$ cat config.mk
export PLATFORM = sky130hd
export DESIGN_NAME = aeps_ctrl
export DESIGN_NICKNAME = d
export VERILOG_FILES = /design/src/rtl/aeps_pkg.sv /design/src/rtl/aeps_ctrl.sv
export SDC_FILE = /design/constraint.sdc
export NUM_CORES = 1
export LEC_CHECK = 0
export BUFFER_PORTS_ARGS = -buffer_cell sky130_fd_sc_hd__clkbuf_2
export CORE_AREA = 2 2 39 41
export DETAILED_ROUTE_END_ITERATION = 10
export DIE_AREA = 0 0 41 43
export GPL_TIMING_DRIVEN = 1
export PLACE_DENSITY = 0.72
export SKIP_LAST_GASP = 1
export SYNTH_ARGS = -nofsm -noshare
export SYNTH_HDL_FRONTEND = slang
export SYNTH_SLANG_ARGS = --single-unit
$ cat constraint.sdc
create_clock -name clk -period 1.6 [get_ports clk]
set_input_delay 0.08 -clock clk [delete_from_list [all_inputs] [get_ports clk]]
set_output_delay 0.08 -clock clk [all_outputs]
set_load 0.05 [all_outputs]
$ cat src/rtl/aeps_pkg.sv
// ----------------------------------------------------------------------------
// aeps_pkg: shared types and constants
// Entry layout, controller command and datapath status bundles.
// ----------------------------------------------------------------------------
package aeps_pkg;

  localparam int IdW    = 10;
  localparam int PrW    = 8;
  localparam int TimeW  = 8;
  localparam int CfgIdxW = 2;
  localparam int CfgDatW = 8;

  localparam logic [CfgIdxW-1:0] RegRtQuantum  = 2'd0;
  localparam logic [CfgIdxW-1:0] RegNrtQuantum = 2'd1;
  localparam logic [CfgIdxW-1:0] RegNrtPenalty = 2'd2;

  localparam logic [7:0] RtQuantumReset  = 8'd30;
  localparam logic [7:0] NrtQuantumReset = 8'd10;
  localparam logic [3:0] NrtPenaltyReset = 4'd5;

  typedef struct packed {
    logic [IdW-1:0]   id;
    logic [PrW-1:0]   pr;
    logic             nrt;
    logic [TimeW-1:0] bt;
    logic [TimeW-1:0] ts;
  } entry_t;

  typedef struct packed {
    logic load_in;      // capture request
    logic scan_start;   // begin position scan for insert
    logic scan_step;    // compare one entry
    logic shift_step;   // move one entry up
    logic ins_write;    // write new entry, bump count
    logic ins_drop;     // flag drop
    logic slice_end;    // retire running task
    logic swap_check;   // swap queues if active empty, expired not
    logic pop_read;     // read head
    logic pop_step;     // move one entry down
    logic pop_done;     // finish dispatch
  } cmd_t;

  typedef struct packed {
    logic busy;
    logic is_slice;
    logic ins_to_exp;   // insert target is expired queue
    logic target_full;
    logic retired;      // running task finished, skip insert
    logic scan_done;
    logic shift_done;
    logic act_empty;
    logic pop_shift_done;
    logic rd_pending;
  } status_t;

endpackage

$ cat src/rtl/aeps_ctrl.sv
// ----------------------------------------------------------------------------
// aeps_ctrl: sequencing controller
// Steps one request through retire, sorted insert, swap and dispatch.
// ----------------------------------------------------------------------------
module aeps_ctrl (
  input  logic              clk,
  input  logic              rst,
  input  logic              in_fire,
  output logic              in_ready,
  output logic              out_valid,
  input  logic              out_ready,
  output aeps_pkg::cmd_t    cmd,
  input  aeps_pkg::status_t sts
);
  typedef enum logic [3:0] {
    S_IDLE, S_DECODE, S_SCAN_INIT, S_SCAN, S_SHIFT, S_WRITE, S_SWAP,
    S_POP, S_POP_SHIFT, S_POP_DONE, S_OUT
  } state_t;
  state_t state;

  assign in_ready  = (state == S_IDLE);
  assign out_valid = (state == S_OUT);

  always_comb begin
    cmd = '0;
    unique case (state)
      S_IDLE:      cmd.load_in = in_fire;
      S_DECODE:    cmd.slice_end = sts.is_slice && sts.busy;
      S_SCAN_INIT: begin
        if (!sts.retired) begin
          if (sts.target_full) cmd.ins_drop = 1'b1;
          else cmd.scan_start = 1'b1;
        end
      end
      S_SCAN:      cmd.scan_step = !sts.scan_done;
      S_SHIFT:     cmd.shift_step = !sts.shift_done;
      S_WRITE:     cmd.ins_write = 1'b1;
      S_SWAP:      cmd.swap_check = 1'b1;
      S_POP:       cmd.pop_read = !sts.busy && !sts.act_empty;
      S_POP_SHIFT: cmd.pop_step = 1'b1;
      S_POP_DONE:  cmd.pop_done = 1'b1;
      S_OUT:       cmd = '0;
      default:     cmd = '0;
    endcase
  end

  always_ff @(posedge clk) begin
    if (rst) begin
      state <= S_IDLE;
    end else begin
      unique case (state)
        S_IDLE:      if (in_fire) state <= S_DECODE;
        S_DECODE: begin
          if (!sts.is_slice) state <= S_SCAN_INIT;
          else if (!sts.busy) state <= S_POP;
          else state <= S_SCAN_INIT;
        end
        S_SCAN_INIT: begin
          // a finished task skips the insert
          priority if (sts.retired) state <= S_SWAP;
          else if (sts.target_full) state <= sts.is_slice ? S_SWAP : S_POP;
          else state <= S_SCAN;
        end
        S_SCAN:      if (sts.scan_done) state <= S_SHIFT;
        S_SHIFT:     if (sts.shift_done) state <= S_WRITE;
        S_WRITE:     state <= sts.is_slice ? S_SWAP : S_POP;
        S_SWAP:      state <= S_POP;
        S_POP:       state <= (!sts.busy && !sts.act_empty) ? S_POP_SHIFT : S_OUT;
        S_POP_SHIFT: if (sts.rd_pending && sts.pop_shift_done) state <= S_POP_DONE;
        S_POP_DONE:  state <= S_OUT;
        S_OUT:       if (out_ready) state <= S_IDLE;
        default:     state <= S_IDLE;
      endcase
    end
  end
endmodule

# == Word level (Yosys, flattened, before mapping) ==
# Index checks and enable logic that the tools add are counted.
# classes
n_reduce_logical,9
n_eq_ne,15
muxes,27
# ops
op,n
4-bit case mux with 11 select lines,1
4-bit two-way mux,5
"4-bit by 3-bit equality test with 1-bit output, second input constant",4
1-bit two-way mux,16
"4-bit equality test, second input constant",3
3-bit two-way mux,4
"4-bit by 2-bit equality test with 1-bit output, second input constant",2
"2-bit inequality test, second input constant",4
5-bit AND reduction,1
"4-bit by 1-bit equality test with 1-bit output, second input constant",1
1-bit logical NOT,4
4-bit logical NOT,1
1-bit logical AND,3
2-bit two-way mux,1
"2-bit by 1-bit inequality test with 1-bit output, second input constant",1
# word_totals
inputBits,14
wordCells,52
ff_bits,4
out_inout_bits,13

# == Logic depth before layout (Yosys ltp) ==
# logic_depth
depth_word,4
mapped_depth,5
depth_no_buf,4

# == Least setup slack after synthesis ==
# No wires, ideal clock.
# synth_path
kind,register to output
startpoint,reg state[3]
endpoint,out cmd[10] in the netlist's numbering
slack_ps,-901
required_ps,1520
t_arrival_ps,2421
stages_incl_launch_ff,5
cell_sequence,dfxtp_1 buf_6 or2_2 nor3_1 and2_1
# synth_rtl
item,line_no,source
start: declaration,aeps_ctrl.sv:19,state_t state;
start signal: assignment,aeps_ctrl.sv:61,else if (sts.target_full) state <= sts.is_slice ? S_SWAP : S_POP;
start signal: assignment,aeps_ctrl.sv:66,S_WRITE: state <= sts.is_slice ? S_SWAP : S_POP;
start signal: assignment,aeps_ctrl.sv:68,S_POP: state <= (!sts.busy && !sts.act_empty) ? S_POP_SHIFT : S_OUT;
end: declaration,aeps_ctrl.sv:12,"output aeps_pkg::cmd_t cmd,"

==> flow_metrics.env <==
export IMPL_hold_path_class="primary input to register"
export IMPL_post_place_ws_ns=0.111
export IMPL_synth_area_top_cells="dfxtp_1 16%, nor3_1 6.2%, o21ai_0 5.2%, a21oi_1 4.1%, and3_1 3.9%"
export IMPL_track_usage=0.205
export IMPL_async_reset_ff_frac=0
export IMPL_relSlewSlack=0.728
export IMPL_syn_to_final_growth_pct=62.1
export IMPL_cts_sinks=4
export IMPL_switching_share=0.541
export IMPL_antenna_found_initial=0
export IMPL_cts_path_max_buffers=2
export IMPL_ant_nets=0
export IMPL_largest_reg_flops=4
export IMPL_antenna_cells=0
export IMPL_gp_congestion=0.845
export IMPL_dp_hpwl_um=1250
export IMPL_fin_util=0.569
export IMPL_fin_ws_ns=0.0368
export IMPL_end_kind="primary output"
export IMPL_die_h_um=43
export IMPL_portBuffers=25
export IMPL_routed_wl_met2_um=787
export IMPL_die_area_um2=1760
export IMPL_synth_top_family_by_area="simple AND/OR/NAND/NOR gates"
export IMPL_finalNetCount=115
export IMPL_critical_path_required_ns=1.52
export IMPL_synth_cell_types=32
export IMPL_cts_buffers=3
export IMPL_path_clk_slew_ns=0.04
export IMPL_cp_cell_sequence="buf_4, nand2b_1, nor3_4, buf_8"
export IMPL_drv_slew=0
export IMPL_ios=27
export IMPL_p_int_mw=0.664
export IMPL_finalCritPeriodShare=0.977
export IMPL_routed_wl_um=1580
export IMPL_synth_simple_area_share=0.392
export IMPL_wl_met3_um=99
export IMPL_cts_tree="done"
export IMPL_rsz0062_at_grt="true"
export IMPL_top_register="state"
export IMPL_grt_max_degree=10
export IMPL_rows=14
export IMPL_drive_above_1_share=0.545
export IMPL_leakagePower_nw=0.354
export IMPL_wl_per_cell_um=13.7
export IMPL_rrSetupSlack_ns=0.12
export IMPL_die_width_um=41
export IMPL_drc=0
export IMPL_synth_top_cell_area_share=0.165
export IMPL_dr_pass1_iters=4
export IMPL_synth_area_um2=485
export IMPL_tightest_slew_ns=0.407
export IMPL_clock_latency_ns=0.24
export IMPL_synthMuxAreaShare=0
export IMPL_clkPwrFrac=0.088
export IMPL_met1_length_um=695
export IMPL_crit_type="register to primary output"
export IMPL_cts_max_level=1
export IMPL_reg_top3="state: 4 flops"
export IMPL_cts_root_buf="clkbuf_4"
export IMPL_finalSetupViolCount=0
export IMPL_ys_seq_elements=4
export IMPL_yosysTopAreaCell="dfxtp_1"
export IMPL_syn_avg_cell_area_um2=7.36
export IMPL_highest_layer="met3"
export IMPL_cts_hold_buf=0
export IMPL_arrival_ns=1.48
export IMPL_maxCapViolCount=0
export IMPL_cpPeakStageDelay_ns=0.35
export IMPL_overflow=0
export IMPL_sequentialPowerShare=0.149
export IMPL_grt_first_pass_wirelength_um=2480
export IMPL_initial_core_util=0.351
export IMPL_critPathSlowestCell="dfxtp_1"
export IMPL_p_switching_mw=0.784
export IMPL_yosys_area_share_xor_xnor=0
export IMPL_drt_iter0_drc=11
export IMPL_power_density_nw_per_um2=1840
export IMPL_finalClockSkew_ns=0.00373
export IMPL_yosys_top_cells_count="6 x nor3_1, 5 x inv_1, 5 x o21ai_0"
export IMPL_seq_area_frac_synth=0.165
export IMPL_period_minus_slack_ns=1.56
export IMPL_crit_path_start_kind="register"
export IMPL_vias=639
export IMPL_pwr_share_comb=0.763
export IMPL_ys_warn_count=0
export IMPL_ys_flop_type="dfxtp_1"
export IMPL_fmax_mhz=640
export IMPL_via_per_inst=5.56
export IMPL_crit_buf_inv=2
export IMPL_path_max_fanout=6
export IMPL_synth_edf_count=0
export IMPL_coreArea_um2=1380
export IMPL_ir_worst_vdd_mv=0.647
export IMPL_synthCells=66
export IMPL_grt_pass1_vias=618
export IMPL_cp_top_family="simple AND/OR/NAND/NOR gates"
export IMPL_synth_compound_area_frac=0.351
export IMPL_hold_violations=0
export IMPL_yosysMostFrequentCell="nor3_1"
export IMPL_synthesis_nets=80
export IMPL_outcome="finished clean"
export IMPL_synth_adder_area_share=0
-- placed cells by master (no fill, tap or decap), types with 2 or more instances in the layout --
cell type / count
nand2b_1: 3
dfxtp_1: 2
dfxtp_2: 2
a22o_1: 2
and3_1: 3
clkbuf_4: 5
buf_4: 9
clkbuf_2: 19
or3b_1: 2
a21oi_1: 4
o21ai_0: 5
a21oi_2: 2
o221ai_1: 2
nor3_4: 3
inv_1: 5
nor2_1: 3
nor3_2: 4
clkbuf_8: 2
nand2_1: 4
-- power by group through the flow --
stage / clock [mW] / sequential [mW] / combinational (mW)
6_report: 0.128 / 0.216 / 1.10
3_5_place_dp: 0 / 0.210 / 1.06
3_3_place_gp: 0 / 0.209 / 1.03
2_1_floorplan: 0 / 0.173 / 0.780
5_1_grt: 0.145 / 0.225 / 1.20
4_1_cts: 0.132 / 0.209 / 1.08
-- area by class of cell --
type	instances	area (um2)
Sequential cell	4	82.6
Fill cell	140	597
Tap cell	16	20.0
Multi-Input combinational cell	53	418
Inverter	5	18.8
Clock buffer	3	22.5
Timing Repair Buffer	34	225
-- repair_timing --
action	CTS	global route
gates cloned	0	0
resized for setup	9	6
pin swaps	0	1
endpoints found under the setup margin	5	7
setup buffers	0	0
-- worst paths after layout --
| check | start | to | cells after the start |
|---|---|---|---|
| max reg2reg | state[2] | state[2] | 5 |
| max | state[2] | cmd[8] | 4 |
| min reg2reg | state[1] | state[1] | 3 |
| min | rst | state[0] | 2 |
-- layer usage --
layer  up-vias  GRT usage
met5         -          0
met2        31      0.334
met3         0     0.0785
met1       292      0.238
met4         0     0.0533
li1        316          -
-- cell families after synthesis --
family / count (synthesis)
AO/OA/AOI/OAI: 23
buffers and inverters: 9
flip-flops: 4
AND/OR/NAND/NOR: 30
-- through the flow --
stage / power (mW) / hold slack (ns) / TNS (ns) / cell area (um2) / std cells
after floorplan: 0.953 / 0.158 / -0.237 / 534 / 66
after global placement: 1.24 / 0.318 / 0 / 721 / 112
after detailed placement: 1.27 / 0.317 / 0 / 721 / 112
after CTS: 1.42 / 0.0684 / -0.0198 / 776 / 115
after global routing: 1.57 / 0.0811 / -0.0342 / 787 / 115
final: 1.45 / 0.0732 / 0 / 787 / 115
(Power assumes the default switching activity.)
